[src/rtl/ppmenc_pkg.sv]
package ppmenc_pkg;

   localparam int COMP_W       = 24;
   localparam int ROW_WIDTH_W  = 13;
   localparam int LINE_LIMIT_W = 8;
   localparam int CSR_DATA_W   = 13;
   localparam int CSR_INDEX_W  = 1;
   localparam int CHAR_W       = 16;
   localparam int BREAK_W      = 10;
   localparam int SLOT_W       = 2;

   localparam logic [CSR_INDEX_W-1:0] CSR_ROW_WIDTH  = 1'b0;
   localparam logic [CSR_INDEX_W-1:0] CSR_LINE_LIMIT = 1'b1;

   localparam logic [ROW_WIDTH_W-1:0]  ROW_WIDTH_RESET  = 13'd1;
   localparam logic [LINE_LIMIT_W-1:0] LINE_LIMIT_RESET = 8'd65;

   localparam logic [SLOT_W-1:0] SLOT_RED  = 2'd0;
   localparam logic [SLOT_W-1:0] SLOT_BLUE = 2'd2;

   localparam logic [CHAR_W-1:0]  CHAR_SAT  = 16'hFFFF;
   localparam logic [BREAK_W-1:0] BREAK_SAT = 10'h3FF;

   localparam logic [7:0] BYTE_SPACE   = 8'h20;
   localparam logic [7:0] BYTE_NEWLINE = 8'h0A;
   localparam logic [7:0] BYTE_ZERO    = 8'h30;
   localparam logic [7:0] BYTE_NINE    = 8'h39;

   localparam int Q_DEPTH = 2;
   localparam int Q_PTR_W = 1;
   localparam int Q_CNT_W = 2;

   typedef struct packed {
      logic [7:0] level;
      logic       newline;
   } queue_entry_type;

   typedef struct packed {
      logic not_full;
      logic not_empty;
   } queue_status_type;

endpackage

[src/rtl/ppmenc_front.sv]
module ppmenc_front #(
   parameter int MAX_WIDTH = 4096
) (
   input  logic                                  clock,
   input  logic                                  reset,
   input  logic                                  csr_write_enable,
   input  logic [ppmenc_pkg::CSR_INDEX_W-1:0]    csr_index,
   input  logic [ppmenc_pkg::CSR_DATA_W-1:0]     csr_write_data,
   input  logic                                  req_valid,
   output logic                                  req_ready,
   input  logic signed [ppmenc_pkg::COMP_W-1:0]  req_component,
   input  ppmenc_pkg::queue_status_type          q_status,
   output logic                                  push,
   output ppmenc_pkg::queue_entry_type           push_entry
);

   localparam int COL_W = (MAX_WIDTH > 1) ? $clog2(MAX_WIDTH) : 1;
   localparam int WID_W = (COL_W + 1 > ppmenc_pkg::ROW_WIDTH_W) ? COL_W + 1
                                                               : ppmenc_pkg::ROW_WIDTH_W;

   logic [ppmenc_pkg::ROW_WIDTH_W-1:0]  row_width_ff, row_width_in;
   logic [ppmenc_pkg::LINE_LIMIT_W-1:0] line_limit_ff, line_limit_in;
   logic [ppmenc_pkg::SLOT_W-1:0]       slot_ff, slot_in;
   logic [COL_W-1:0]                    column_count_ff, column_count_in;
   logic [ppmenc_pkg::CHAR_W-1:0]       row_char_count_ff, row_char_count_in;
   logic [ppmenc_pkg::BREAK_W-1:0]      break_count_ff, break_count_in;

   logic [30:0]                         scaled;
   logic [14:0]                         rounded;
   logic [7:0]                          level;
   logic [1:0]                          num_digits;
   logic [WID_W-1:0]                    eff_width;
   logic [WID_W-1:0]                    col_next;
   logic [ppmenc_pkg::LINE_LIMIT_W-1:0] eff_limit;
   logic [ppmenc_pkg::BREAK_W:0]        break_plus_one;
   logic [18:0]                         threshold;
   logic [ppmenc_pkg::CHAR_W:0]         char_sum;
   logic                                row_end;
   logic                                newline;

   assign req_ready = q_status.not_full;
   assign push      = req_valid && req_ready;

   always_comb begin
      scaled  = 31'(req_component[22:0]) * 31'(255) + 31'(32768);
      rounded = scaled[30:16];
      if (req_component[23]) begin
         level = 8'd0;
      end else if (rounded > 15'd255) begin
         level = 8'd255;
      end else begin
         level = rounded[7:0];
      end
      if (level >= 8'd100) begin
         num_digits = 2'd3;
      end else if (level >= 8'd10) begin
         num_digits = 2'd2;
      end else begin
         num_digits = 2'd1;
      end
   end

   always_comb begin
      if (row_width_ff == '0) begin
         eff_width = WID_W'(1);
      end else if (WID_W'(row_width_ff) > WID_W'(MAX_WIDTH)) begin
         eff_width = WID_W'(MAX_WIDTH);
      end else begin
         eff_width = WID_W'(row_width_ff);
      end
      col_next  = WID_W'(column_count_ff) + WID_W'(1);
      row_end   = (slot_ff == ppmenc_pkg::SLOT_BLUE) && (col_next >= eff_width);
      eff_limit = (line_limit_ff == '0) ? 8'd1 : line_limit_ff;
      break_plus_one = {1'b0, break_count_ff} + 11'd1;
      threshold = 19'(break_plus_one) * 19'(eff_limit);
      newline   = (19'(row_char_count_ff) >= threshold) || row_end;
      char_sum  = {1'b0, row_char_count_ff} + 17'(num_digits) + 17'd1;
   end

   always_comb begin
      row_width_in  = row_width_ff;
      line_limit_in = line_limit_ff;
      if (csr_write_enable) begin
         case (csr_index)
            ppmenc_pkg::CSR_ROW_WIDTH: begin
               row_width_in = csr_write_data;
            end
            ppmenc_pkg::CSR_LINE_LIMIT: begin
               line_limit_in = csr_write_data[ppmenc_pkg::LINE_LIMIT_W-1:0];
            end
            default: begin
               row_width_in = row_width_ff;
            end
         endcase
      end
   end

   always_comb begin
      slot_in           = slot_ff;
      column_count_in   = column_count_ff;
      row_char_count_in = row_char_count_ff;
      break_count_in    = break_count_ff;
      if (push) begin
         if (newline && (break_count_ff != ppmenc_pkg::BREAK_SAT)) begin
            break_count_in = break_count_ff + 10'd1;
         end
         if (char_sum[ppmenc_pkg::CHAR_W]) begin
            row_char_count_in = ppmenc_pkg::CHAR_SAT;
         end else begin
            row_char_count_in = char_sum[ppmenc_pkg::CHAR_W-1:0];
         end
         if (slot_ff >= ppmenc_pkg::SLOT_BLUE) begin
            slot_in = ppmenc_pkg::SLOT_RED;
            if (row_end) begin
               column_count_in   = '0;
               row_char_count_in = '0;
               break_count_in    = '0;
            end else begin
               column_count_in = column_count_ff + COL_W'(1);
            end
         end else begin
            slot_in = slot_ff + 2'd1;
         end
      end
   end

   always_ff @(posedge clock) begin
      if (reset) begin
         row_width_ff      <= ppmenc_pkg::ROW_WIDTH_RESET;
         line_limit_ff     <= ppmenc_pkg::LINE_LIMIT_RESET;
         slot_ff           <= ppmenc_pkg::SLOT_RED;
         column_count_ff   <= '0;
         row_char_count_ff <= '0;
         break_count_ff    <= '0;
      end else begin
         row_width_ff      <= row_width_in;
         line_limit_ff     <= line_limit_in;
         slot_ff           <= slot_in;
         column_count_ff   <= column_count_in;
         row_char_count_ff <= row_char_count_in;
         break_count_ff    <= break_count_in;
      end
   end

   assign push_entry.level   = level;
   assign push_entry.newline = newline;

endmodule

[src/rtl/ppmenc_queue.sv]
module ppmenc_queue (
   input  logic                          clock,
   input  logic                          reset,
   input  logic                          push,
   input  ppmenc_pkg::queue_entry_type   push_entry,
   input  logic                          pop,
   output ppmenc_pkg::queue_entry_type   head,
   output ppmenc_pkg::queue_status_type  status
);

   ppmenc_pkg::queue_entry_type             entries_ff [ppmenc_pkg::Q_DEPTH];
   logic [ppmenc_pkg::Q_PTR_W-1:0]          wr_ptr_ff, wr_ptr_in;
   logic [ppmenc_pkg::Q_PTR_W-1:0]          rd_ptr_ff, rd_ptr_in;
   logic [ppmenc_pkg::Q_CNT_W-1:0]          count_ff, count_in;

   localparam logic [ppmenc_pkg::Q_PTR_W-1:0] LAST_PTR =
      ppmenc_pkg::Q_PTR_W'(ppmenc_pkg::Q_DEPTH - 1);
   localparam logic [ppmenc_pkg::Q_CNT_W-1:0] FULL_COUNT =
      ppmenc_pkg::Q_CNT_W'(ppmenc_pkg::Q_DEPTH);

   assign status.not_full  = (count_ff != FULL_COUNT);
   assign status.not_empty = (count_ff != '0);
   assign head             = entries_ff[rd_ptr_ff];

   always_comb begin
      wr_ptr_in = wr_ptr_ff;
      rd_ptr_in = rd_ptr_ff;
      count_in  = count_ff;
      if (push) begin
         wr_ptr_in = (wr_ptr_ff == LAST_PTR) ? '0 : wr_ptr_ff + 1'b1;
      end
      if (pop) begin
         rd_ptr_in = (rd_ptr_ff == LAST_PTR) ? '0 : rd_ptr_ff + 1'b1;
      end
      if (push && !pop) begin
         count_in = count_ff + 1'b1;
      end else if (pop && !push) begin
         count_in = count_ff - 1'b1;
      end
   end

   always_ff @(posedge clock) begin
      if (reset) begin
         wr_ptr_ff <= '0;
         rd_ptr_ff <= '0;
         count_ff  <= '0;
      end else begin
         wr_ptr_ff <= wr_ptr_in;
         rd_ptr_ff <= rd_ptr_in;
         count_ff  <= count_in;
      end
   end

   always_ff @(posedge clock) begin
      if (push) begin
         entries_ff[wr_ptr_ff] <= push_entry;
      end
   end

   assert property (@(posedge clock) disable iff (reset)
      push |-> status.not_full)
      else $error("Request written into a full queue.");

   assert property (@(posedge clock) disable iff (reset)
      pop |-> status.not_empty)
      else $error("Entry taken from an empty queue.");

   assert property (@(posedge clock) disable iff (reset)
      count_ff <= FULL_COUNT)
      else $error("Queue count beyond its depth.");

endmodule

[src/rtl/ppmenc_back.sv]
module ppmenc_back (
   input  logic                          clock,
   input  logic                          reset,
   input  ppmenc_pkg::queue_entry_type   head,
   input  ppmenc_pkg::queue_status_type  q_status,
   output logic                          pop,
   output logic                          rsp_valid,
   input  logic                          rsp_ready,
   output logic [7:0]                    rsp_text_byte,
   output logic                          rsp_last_of_item
);

   logic [31:0] bytes_ff, bytes_in;
   logic [2:0]  count_ff, count_in;

   logic [1:0]  hundreds;
   logic [6:0]  rest;
   logic [14:0] tens_prod;
   logic [3:0]  tens;
   logic [6:0]  ones_wide;
   logic [3:0]  ones;
   logic [7:0]  sep_byte;
   logic [7:0]  h_byte;
   logic [7:0]  t_byte;
   logic [7:0]  o_byte;
   logic        fire;

   assign fire             = rsp_valid && rsp_ready;
   assign rsp_valid        = (count_ff != 3'd0);
   assign rsp_text_byte    = bytes_ff[7:0];
   assign rsp_last_of_item = (count_ff == 3'd1);
   assign pop = q_status.not_empty && ((count_ff == 3'd0) || ((count_ff == 3'd1) && rsp_ready));

   always_comb begin
      if (head.level >= 8'd200) begin
         hundreds = 2'd2;
      end else if (head.level >= 8'd100) begin
         hundreds = 2'd1;
      end else begin
         hundreds = 2'd0;
      end
      rest      = 7'(head.level - 8'(hundreds) * 8'd100);
      tens_prod = 15'(rest) * 15'd205;
      tens      = tens_prod[14:11];
      ones_wide = rest - 7'(tens) * 7'd10;
      ones      = ones_wide[3:0];
      sep_byte  = head.newline ? ppmenc_pkg::BYTE_NEWLINE : ppmenc_pkg::BYTE_SPACE;
      h_byte    = ppmenc_pkg::BYTE_ZERO + 8'(hundreds);
      t_byte    = ppmenc_pkg::BYTE_ZERO + 8'(tens);
      o_byte    = ppmenc_pkg::BYTE_ZERO + 8'(ones);
   end

   always_comb begin
      bytes_in = bytes_ff;
      count_in = count_ff;
      if (pop) begin
         if (head.level >= 8'd100) begin
            bytes_in = {sep_byte, o_byte, t_byte, h_byte};
            count_in = 3'd4;
         end else if (head.level >= 8'd10) begin
            bytes_in = {8'h00, sep_byte, o_byte, t_byte};
            count_in = 3'd3;
         end else begin
            bytes_in = {16'h0000, sep_byte, o_byte};
            count_in = 3'd2;
         end
      end else if (fire) begin
         bytes_in = {8'h00, bytes_ff[31:8]};
         count_in = count_ff - 3'd1;
      end
   end

   always_ff @(posedge clock) begin
      if (reset) begin
         count_ff <= 3'd0;
      end else begin
         count_ff <= count_in;
      end
   end

   always_ff @(posedge clock) begin
      bytes_ff <= bytes_in;
   end

   assert property (@(posedge clock) disable iff (reset)
      (rsp_valid && rsp_last_of_item) |->
         (rsp_text_byte == ppmenc_pkg::BYTE_SPACE ||
          rsp_text_byte == ppmenc_pkg::BYTE_NEWLINE))
      else $error("Final byte of a component is not a separator.");

   assert property (@(posedge clock) disable iff (reset)
      (rsp_valid && !rsp_last_of_item) |->
         (rsp_text_byte >= ppmenc_pkg::BYTE_ZERO && rsp_text_byte <= ppmenc_pkg::BYTE_NINE))
      else $error("Non-final byte of a component is not a decimal digit.");

   assert property (@(posedge clock) disable iff (reset)
      count_ff <= 3'd4)
      else $error("More than four bytes pending for one component.");

endmodule

[src/rtl/plain_ppm_pixel_text_encoder.sv]
// Converts a stream of signed Q8.16 colour components (red, green, blue, pixel by pixel)
// into plain PPM body text: each component becomes one to three decimal digits and a
// separator byte, space or newline, and each byte is one response. A request is accepted
// whenever the two-entry queue between the classifying front end and the serialising back
// end has room, so requests may arrive on consecutive cycles; a component then occupies
// the output for two to four bytes, one byte per cycle while rsp_ready is high, which
// sets the sustained rate. Entries pass the queue, then the byte register. Configuration
// writes take effect on the next cycle and must only be made while the block is idle.
module plain_ppm_pixel_text_encoder #(
   parameter int MAX_WIDTH = 4096
) (
   input  logic                                  clock,
   input  logic                                  reset,
   input  logic                                  csr_write_enable,
   input  logic [ppmenc_pkg::CSR_INDEX_W-1:0]    csr_index,
   input  logic [ppmenc_pkg::CSR_DATA_W-1:0]     csr_write_data,
   input  logic                                  req_valid,
   output logic                                  req_ready,
   input  logic signed [ppmenc_pkg::COMP_W-1:0]  req_component,
   output logic                                  rsp_valid,
   input  logic                                  rsp_ready,
   output logic [7:0]                            rsp_text_byte,
   output logic                                  rsp_last_of_item
);

   ppmenc_pkg::queue_status_type q_status;
   ppmenc_pkg::queue_entry_type  push_entry;
   ppmenc_pkg::queue_entry_type  head;
   logic                         push;
   logic                         pop;

   ppmenc_front #(
      .MAX_WIDTH (MAX_WIDTH)
   ) u_front (
      .clock            (clock),
      .reset            (reset),
      .csr_write_enable (csr_write_enable),
      .csr_index        (csr_index),
      .csr_write_data   (csr_write_data),
      .req_valid        (req_valid),
      .req_ready        (req_ready),
      .req_component    (req_component),
      .q_status         (q_status),
      .push             (push),
      .push_entry       (push_entry)
   );

   ppmenc_queue u_queue (
      .clock      (clock),
      .reset      (reset),
      .push       (push),
      .push_entry (push_entry),
      .pop        (pop),
      .head       (head),
      .status     (q_status)
   );

   ppmenc_back u_back (
      .clock            (clock),
      .reset            (reset),
      .head             (head),
      .q_status         (q_status),
      .pop              (pop),
      .rsp_valid        (rsp_valid),
      .rsp_ready        (rsp_ready),
      .rsp_text_byte    (rsp_text_byte),
      .rsp_last_of_item (rsp_last_of_item)
   );

endmodule
[config.mk]
export PLATFORM = sky130hd
export DESIGN_NAME = plain_ppm_pixel_text_encoder
export DESIGN_NICKNAME = d
export VERILOG_FILES = /design/src/rtl/ppmenc_pkg.sv /design/src/rtl/ppmenc_front.sv /design/src/rtl/ppmenc_queue.sv /design/src/rtl/ppmenc_back.sv /design/src/rtl/plain_ppm_pixel_text_encoder.sv
export SDC_FILE = /design/constraint.sdc
export NUM_CORES = 1
export LEC_CHECK = 0
export BUFFER_PORTS_ARGS = -buffer_cell sky130_fd_sc_hd__buf_2
export CORE_MARGIN = 4
export CORE_UTILIZATION = 70
export DETAILED_ROUTE_END_ITERATION = 12
export MAX_ROUTING_LAYER = met4
export PLACE_DENSITY = 0.9
export SETUP_SLACK_MARGIN = 0.1
export SYNTH_ARGS = -nofsm -noshare
export SYNTH_HDL_FRONTEND = slang
export SYNTH_SLANG_ARGS = --single-unit
[constraint.sdc]
create_clock -name clock -period 22.8 [get_ports clock]
set_clock_uncertainty 0.15 [all_clocks]
set_input_delay 5.7 -clock clock [delete_from_list [all_inputs] [get_ports clock]]
set_output_delay 5.7 -clock clock [all_outputs]
set_load 0.01 [all_outputs]
==> Yosys cells after proc, flatten, opt, wreduce, memory -nomap -nowiden <==
Memories as Yosys holds them, arrays and structs flattened. A register that Yosys moved wholly into a read port is not among the register bits.
Cells that the tools add are included.
{ "op_classes": {"n_reduce_logical": 22, "mul": 5, "eq_ne": 4, "n_bitwise": 1, "div_mod_pow": 0, "shift": 0, "n_lt_le_gt_ge": 10, "muxes": 34, "addsub": 18} }
{ "ops": {"columns": ["cell", "n"], "rows": [
  ["32-bit 2-to-1 mux", 3],
  ["16-bit 2-to-1 mux", 3],
  ["31-bit by 16-bit adder with 31-bit output (second input constant)", 1],
  ["23-bit by 8-bit multiplier with 31-bit output (second input constant)", 1],
  ["10-bit 2-to-1 mux", 3],
  ["13-bit 2-to-1 mux", 2],
  ["24-bit 2-to-1 mux", 1],
  ["8-bit 2-to-1 mux", 3],
  ["16-bit by 19-bit >= comparator with 1-bit output", 1],
  ["11-bit by 8-bit multiplier with 19-bit output", 1],
  ["16-bit by 2-bit adder with 17-bit output", 1],
  ["17-bit by 1-bit adder with 17-bit output (second input constant)", 1],
  ["8-bit by 4-bit >= comparator with 1-bit output (second input constant)", 2],
  ["8-bit by 7-bit >= comparator with 1-bit output (second input constant)", 2],
  ["15-bit by 8-bit greater-than comparator with 1-bit output (second input constant)", 1],
  ["7-bit by 8-bit multiplier with 15-bit output (second input constant)", 1],
  ["6-bit by 4-bit adder with 7-bit output (first input constant)", 2],
  ["12-bit by 1-bit adder with 13-bit output (second input constant)", 1],
  ["13-bit >= comparator", 1],
  ["13-bit greater-than comparator (second input constant)", 1],
  ["13-bit logical NOT", 1],
  ["12-bit by 1-bit adder with 12-bit output (second input constant)", 1],
  ["12-bit 2-to-1 mux", 1],
  ["2-bit 2-to-1 mux", 6],
  ["29 further kinds", 53]
]} }
{ "word_totals": {"latch_bits": 0, "out_inout_bits": 11, "n_memories": 1, "rom_bits": 0, "ram_bits": 18, "word_cells": 106, "in_bits": 43, "reg_bits": 100} }
{ "memory_table": {"columns": ["name", "words", "width", "read_ports", "rd_clocked_by_memory_dff", "wr", "line", "text"], "rows": [
  ["u_queue.entries_ff", 2, 9, 1, 1, 1, "ppmenc_queue.sv:11", "ppmenc_pkg::queue_entry_type entries_ff [ppmenc_pkg::Q_DEPTH];"]
]} }

==> Logic depth before layout (Yosys ltp) <==
Gate-level depths: netlist (run 1).
{ "depth": {"ltp_word": 13, "mapped_depth": 32, "mapped_depth_nobuf": 30} }

==> Cells and area by module <==
Synthesis (run 1) repeated with hierarchy kept, for this count alone.
{ "hier_totals": {"hier_cells": 1627, "hier_area_um2": 14306.2} }
{ "by_module_without_submodules": {"columns": ["module", "area_per_inst_um2", "seq_area_each_um2", "n_inst", "cells_per_inst"], "rows": [
  ["ppmenc_front", 11069.4, 1221.2, 1, 1325],
  ["ppmenc_back", 2382.3, 660.6, 1, 252],
  ["ppmenc_queue", 854.6, 640.6, 1, 50]
]} }

==> Worst setup path before layout (run 1) <==
OpenSTA, ideal clock, no wires.
{ "synth_timing": {"path_kind": "in2reg", "startpoint": "input req_component[3] (netlist bit)", "endpoint": "register u_front.row_char_count_ff[5] (netlist bit)", "path_buffers": 1, "setup_time_ns": 0.132, "cell_stages": 30, "t_required_ns": 22.518, "slack_ns": 10.547, "arrival_time_ns": 11.971, "cell_sequence": "inv_1 -> fa_1 -> inv_1 -> fa_1 -> fa_1 -> inv_1 -> fa_1 -> inv_1 -> ha_1 -> a21oi_1 -> o211ai_2 -> a211oi_2 -> nor4_2 -> or2_4 -> a31o_1 -> xor2_1 -> nor4_4 -> nor4bb_1 -> ha_1 -> inv_1 -> fa_1 -> nand3_1 -> nor2_1 -> nand3_1 -> nor2_1 -> nand2_1 -> clkbuf_1 -> nand4_1 -> a21oi_1 -> nor3_1"} }
{ "synth_between": {"elab_chain_cells": 13, "elab_cells_between_ends": 14, "cone_classes": "add/sub (3); mul (1); order compare (3); mux (7)"} }
{ "synth_rtl": {"columns": ["element", "line", "text"], "rows": [
  ["from (decl)", "plain_ppm_pixel_text_encoder.sv:19", "input logic signed [ppmenc_pkg::COMP_W-1:0] req_component,"],
  ["23-bit by 8-bit multiplier with 31-bit output (*)", "ppmenc_front.sv:45", "scaled = 31'(req_component[22:0]) * 31'(255) + 31'(32768);"],
  ["31-bit by 16-bit adder with 31-bit output (*)", "ppmenc_front.sv:45", null],
  ["15-bit by 8-bit greater-than comparator with 1-bit output", "ppmenc_front.sv:49", "end else if (rounded > 15'd255) begin"],
  ["8-bit 2-to-1 mux (*)", "ppmenc_front.sv:49", null],
  ["8-bit 2-to-1 mux (*)", "ppmenc_front.sv:47", "if (req_component[23]) begin"],
  ["8-bit by 4-bit >= comparator with 1-bit output", "ppmenc_front.sv:56", "end else if (level >= 8'd10) begin"],
  ["2-bit 2-to-1 mux", "ppmenc_front.sv:56", null],
  ["2-bit 2-to-1 mux (*)", "ppmenc_front.sv:54", "if (level >= 8'd100) begin"],
  ["16-bit by 2-bit adder with 17-bit output (*)", "ppmenc_front.sv:77", "char_sum = {1'b0, row_char_count_ff} + 17'(num_digits) + 17'd1;"],
  ["17-bit by 1-bit adder with 17-bit output (*)", "ppmenc_front.sv:77", null],
  ["16-bit 2-to-1 mux (*)", "ppmenc_front.sv:107", "if (char_sum[ppmenc_pkg::CHAR_W]) begin"],
  ["16-bit 2-to-1 mux", "ppmenc_front.sv:114", "if (row_end) begin"],
  ["16-bit 2-to-1 mux (*)", "ppmenc_front.sv:112", "if (slot_ff >= ppmenc_pkg::SLOT_BLUE) begin"],
  ["to (signal assigned)", "ppmenc_front.sv:140", "row_char_count_ff <= row_char_count_in;"],
  ["to (decl)", "ppmenc_front.sv:25", "logic [ppmenc_pkg::CHAR_W-1:0] row_char_count_ff, row_char_count_in;"]
]} }
Mark *: on every way between the ends. The rest lies on a longest branch, timed or not.
A chain may end at the register's enable or synchronous reset.

==> Worst setup path in the final report (run 1) <==
{ "layout_timing": {"startpoint": "input req_component[6] (netlist bit)", "endpoint": "register u_front.row_char_count_ff[10] (netlist bit)"} }
The elaborated chain is that of the path after synthesis.

==> results of run 1 <==
[worst reg2reg max path: cells and delay by family, from the launching register on]
family	cells	cell delay [ns]
DFF	1	0.65
muxes	1	0.50
buffers and inverters	4	0.26
xor gates and xnor gates	5	1.34
AOI/OAI and AO/OA	7	1.53
and+or+nand+nor	3	0.60
adders and majority gates	9	2.98
[through the flow]
stage / utilization / hold slack, ns / cell area (sq um) / worst slack [ns] / instances
2_1_floorplan: - / 0.288 / 14200 / 10.55 / 1610
3_3_place_gp: 0.741 / 0.308 / 14600 / 10.07 / 1880
3_5_place_dp: 0.741 / 0.317 / 14600 / 9.84 / 1880
4_1_cts: 0.756 / 0.326 / 14900 / 10.21 / 1896
5_1_grt: 0.756 / 0.349 / 14900 / 9.63 / 1897
6_report: 0.756 / 0.326 / 14900 / 10.11 / 1897
[state kept, by name, summed over array words and instances, names as in the netlist, named ones only]
name and cells:
u_queue.rd_ptr_ff 1, u_front.row_width_ff 13, u_back.count_ff 3, u_queue.entries_ff 18, u_front.line_limit_ff 8, u_back.bytes_ff 20
u_queue.count_ff 2, u_front.slot_ff 2, u_front.column_count_ff 12, u_front.break_count_ff 10, u_queue.wr_ptr_ff 1, u_front.row_char_count_ff 16
[cell usage in the layout (no fill, tap or decap), types with 25 or more instances in the layout]
cell	count
o21ai_0	37
nand2_1	183
inv_1	289
ha_1	178
buf_2	51
fa_1	169
dfxtp_1	69
and2_1	39
nor3_1	25
edfxtp_1	38
nand3_1	37
a21oi_1	130
nor2_1	61
xnor2_1	32
[logic make-up after synthesis]
group / share of synthesized area
buffers and inverters: 0.0939
AOI/OAI and AO/OA: 0.123
other: 0.000265
xor gates and xnor gates: 0.0362
muxes: 0.0112
DFF: 0.178
and+or+nand+nor: 0.162
adders and majority gates: 0.396
[metal layers]
metal / vias to the layer above / global-route usage / routed length (um)
li1: 5335 / - / -
met1: 5438 / 0.363 / 12700
met5: - / - / 0
met2: 408 / 0.497 / 15300
met3: 67 / 0.0301 / 1690
met4: 0 / 0.0906 / 726
[final timing paths]
check	to	slack, ns	depth (start not counted)
worst min register to register	u_front.column_count_ff[1]	0.33	2
worst min-delay path	u_front.column_count_ff[1]	0.33	2
worst max register to register	u_back.bytes_ff[11]	14.62	29
worst max-delay path	u_front.row_char_count_ff[10]	10.11	30
[cell type report]
class	count	area share
clock buffers	12	0.0166
repair buffers	57	0.0202
multi-input cells	1162	0.695
well taps	265	0.0223
flip-flops and latches	107	0.170
inverters	289	0.0730
diodes	1	0.000168
clock inverters	4	0.00295
==> key figures, run 1 <==
Yosys
  – FFs w/ async S/R, synth: 0
  – Synth unique cells: 77
  – Post-synthesis sequential area ratio: 0.178
  – Number of synthesized flops with an enable pin: 38
  – Commonest cells post-synth: 288 x inv_1, 183 x nand2_1, 178 x ha_1, 169 x fa_1, 130 x a21oi_1
  – Cells after Synth: 1609
  – Post-synthesis sequential element count: 107
  – Synth top area share: 0.239
  – Main area contributors after synthesis: fa_1 24%, ha_1 16%, dfxtp_1 9.8%, edfxtp_1 8.1%, inv_1 7.6%
  – Most common cell in the netlist: inv_1
  – Post-Syn Area: 14200 sq um
  – Yosys top cell by area: fa_1
  – Post-synthesis average cell area: 8.80 sq um
  – Top FF cell, synth: dfxtp_1
  – Syn. warnings: 0

STA
  – Setup TNS: 0 ns
  – Fmax: 78.8 MHz
  – Final setup viols: 0
  – Slew HR: 0.243
  – Least-Margin Pin Slew: 1.14 ns
  – Hold Vio Cnt, Final: 0
  – Pins Over Slew Limit: 0
  – Final period util: 0.557
  – Minimum clock period: 12.69 ns
  – RSZ-0062 raised after global routing: false

Routing
  – Detailed-route wire length: 30.3 mm
  – WL/cell: 16.0 um
  – DR pass1 iterations: 6
  – Final ANT Viol Nets: 0
  – Via Count: 11200
  – Drt first-iter violations: 912
  – DR vias/cell: 5.93
  – Remaining routing DRC violations: 0

Clocking
  – Worst-path clk slew: 0.07 ns
  – Sink Count: 107
  – TritonCTS clock tree: done
  – Post-CTS Repair Setup Buffers: 0
  – Hold-fix buffers, CTS: 0
  – CTS Buffer Depth: 2
  – Clock root buffer: clkbuf_16
  – Num CTS Buffers: 9
  – Clock Latency Late Sink: 0.35 ns
  – Max H-tree Level: 3
  – Post_cts resized: 0

Die
  – DIE AREA: 22600 sq um
  – Row count: 51
  – Core area: 19700 sq um
  – # IOs: 54
  – Die H: 150 um
  – Starting Density: 0.721
  – Die width: 150 um

Global route
  – Overall routing resource usage: 0.289
  – Aggregate global routing overflow: 0
  – Largest net degree at the start of global routing: 67
  – Initial antenna violation count: 1
  – Vias in the first global route: 11800
  – First-pass GRT wire length: 52.5 mm

Worst hold path
  – Hold Crit Class: flop to flop
  – Worst hold start: u_front.column_count_ff[1]

Worst setup path
  – Slowest Stage Delay on Critical Path: 0.61 ns
  – CP endpoint kind: flop
  – Crit-path max FO: 16
  – Critical path class: input pin to flop
  – Worst Path Buf+Inv: 6
  – Crit path max-delay family: adder cells
  – Crit path launch: req_component[6]
  – Slowest cell on crit path: fa_1
  – Worst Path Arrival: 12.80 ns
  – Crit path required time: 22.90 ns
  – Startpoint types: input pin

Layout
  – Fillers: 1345
  – Multi-input logic area: 10300 sq um
  – Fin nets: 2016
  – Share of layout cells above drive strength 1: 0.0589
  – Area Growth Syn to Fin: 4.85%
  – Sequential cell area: 2520 sq um

Placed design
  – Hpwl dp: 24.5 mm
  – GP Congestion: 0.912
  – I/O Buffers: 51

Run
  – Max Cap Viol: 0

Status
  – Status: finished clean
Power of run 1 is not shown: default switching activity piles up to over one toggle a cycle in this logic, so the estimate is an artifact.
==> inputs of run 2 (changes only) <==
- CORE_UTILIZATION: 70 -> 65
- PLACE_DENSITY: 0.9 -> 0.84
- clock period: 22.8 -> 12.3 ns (I/O delays scaled with it)
==> run 2 against run 1 <==
  * Wire length fell by 5.1%
  * Sequential share of layout area is essentially flat
  * Worst setup slack worse by 7.8 ns
  * Cell count rose by 0.53%
  * First-iteration DRC count down 17%
  * Critical path depth unchanged
  * Die area is 7.3% higher
  * Flip-flop and latch count unchanged
  * Largest cell class unchanged
==> key figures, run 2 (same netlist as run 1, synthesis figures left out) <==
Layout
  – Share of layout cells above drive strength 1: 0.0607 (+0.00184)
  – Fin nets: 2016 (unchanged)
  – Area Growth Syn to Fin: 5.05%
  – Max reg flops: 20 (unchanged)
  – Final Util: 0.701 (-0.0544)
  – Most common cell after layout, fill and taps aside: inv_1
  – Most frequent cells in the layout: 288 x inv_1, 183 x nand2_1, 178 x ha_1, 169 x fa_1, 130 x a21oi_1
  – Top flop regs: u_back.bytes_ff x20, u_queue.entries_ff x18, u_front.row_char_count_ff x16
  – Most flops, register: u_back.bytes_ff

Routing
  – Remaining routing DRC violations: 0 (unchanged)
  – WL/cell: 15.1 um (-5.6%)
  – Detailed-route wire length: 28.8 mm (-5.1%)
  – DR vias/cell: 5.78 (-2.6%)
  – DR pass1 iterations: 6 (unchanged)
  – Final ANT Viol Nets: 0 (unchanged)
  – Via Count: 11000 (-2.1%)
  – Drt first-iter violations: 758 (-17%)

Die
  – # IOs: 54 (unchanged)
  – Die width: 156 um (+3.6%)
  – Starting Density: 0.668 (-0.0532)
  – Core area: 21200 sq um (+8.0%)
  – Die H: 156 um (+3.6%)
  – Row count: 53 (+3.9%)
  – DIE AREA: 24200 sq um (+7.3%)

Clocking
  – Post-CTS Repair Setup Buffers: 0 (unchanged)
  – Sink Count: 107 (unchanged)
  – Max H-tree Level: 3 (unchanged)
  – Num CTS Buffers: 9 (unchanged)
  – Worst-path clk slew: 0.07 ns (about the same)
  – TritonCTS clock tree: done
  – Post_cts resized: 0 (unchanged)
  – Clock Latency Late Sink: 0.35 ns (about the same)
  – Hold-fix buffers, CTS: 0 (unchanged)
  – Clock root buffer: clkbuf_16
  – CTS Buffer Depth: 2 (unchanged)

Worst setup path
  – Critical path class: input pin to flop
  – Crit-path max FO: 16 (unchanged)
  – Startpoint types: input pin
  – CP endpoint kind: flop
  – Worst Path Arrival: 10.05 ns (-2.75 ns)
  – Slowest Stage Delay on Critical Path: 0.61 ns (about the same)
  – Slowest cell on crit path: fa_1
  – Crit path required time: 12.36 ns (-10.54 ns)

STA
  – Pins Over Slew Limit: 0 (unchanged)
  – Minimum clock period: 9.99 ns
  – Fmax: 100 MHz
  – Final setup viols: 0 (unchanged)
  – Final hold slack: 0.328 ns (+0.00189 ns)
  – Final worst slack: 2.31 ns (-7.80 ns)
  – Slew HR: 0.223 (-0.0196)
  – Final period util: 0.812
  – Hold Vio Cnt, Final: 0 (unchanged)
  – Least-Margin Pin Slew: 1.16 ns (+0.0294 ns)
  – Setup TNS: 0 ns (unchanged)
  – RSZ-0062 raised after global routing: false

Global route
  – Aggregate global routing overflow: 0 (unchanged)
  – Initial antenna violation count: 1 (unchanged)
  – Overall routing resource usage: 0.257 (-0.0322)
  – First-pass GRT wire length: 51.4 mm (-2.1%)
  – Vias in the first global route: 11400 (-3.1%)
  – Largest net degree at the start of global routing: 67 (unchanged)

Placed design
  – Dpl ws: 1.96 ns (-7.88 ns)
  – GP Congestion: 0.921 (+0.99%)
  – I/O Buffers: 51 (unchanged)
  – Hpwl dp: 23.4 mm (-4.7%)

Status
  – Status: finished clean

Worst hold path
  – Hold Crit Class: flop to flop

Run
  – Max Cap Viol: 0 (unchanged)
-- run 2: cell types whose count changed in the layout (fill, tap and decap cells not counted), sizes merged --
| cell | delta |
|---|---|
| inv | +2 |
| bufinv | -1 |
| clkinv | +1 |
| clkbuf | -2 |
-- run 2: layout make-up --
cell class / count / area, sq um
antenna: 1 / 2.50
tap: 275 / 344
inverter: 289 / 1080
clock buffer: 10 / 239
timing repair buffer: 57 / 300
fill: 1608 / 6340
sequential: 107 / 2520
multi-input combinational: 1162 / 10300
clock inverter: 6 / 67.6
-- run 2: worst max-delay path: cells and delay by family --
| family | cells | cell delay [ns] |
|---|---|---|
| XOR/XNOR | 1 | 0.16 |
| buffers and inverters | 6 | 0.45 |
| AO/OA/AOI/OAI | 5 | 1.04 |
| adder cells (fa/ha/maj) | 7 | 3.17 |
| AND/OR/NAND/NOR | 11 | 2.15 |
-- run 2: final timing paths --
path                               from                           end  slack, ns  cells after the start
min          u_front.column_count_ff[1]    u_front.column_count_ff[1]       0.33                      2
min reg2reg  u_front.column_count_ff[1]    u_front.column_count_ff[1]       0.33                      2
max reg2reg   u_front.break_count_ff[0]     u_front.break_count_ff[0]       4.26                     25
max                    req_component[3]  u_front.row_char_count_ff[5]       2.31                     30
-- run 2: routing by layer --
layer | GRT usage | vias up | share of wire
met5 | - | - | 0
met4 | 0.0542 | 0 | 0.014
met3 | 0.0225 | 34 | 0.043
met2 | 0.432 | 258 | 0.49
met1 | 0.345 | 5376 | 0.45
li1 | - | 5348 | -
-- run 2: through the flow --
step,area (sq um),cells
2_1_floorplan,14200,1610
3_3_place_gp,14600,1890
3_5_place_dp,14600,1890
4_1_cts,14900,1906
5_1_grt,14900,1907
6_report,14900,1907
Power of run 2 is left out for the same reason.
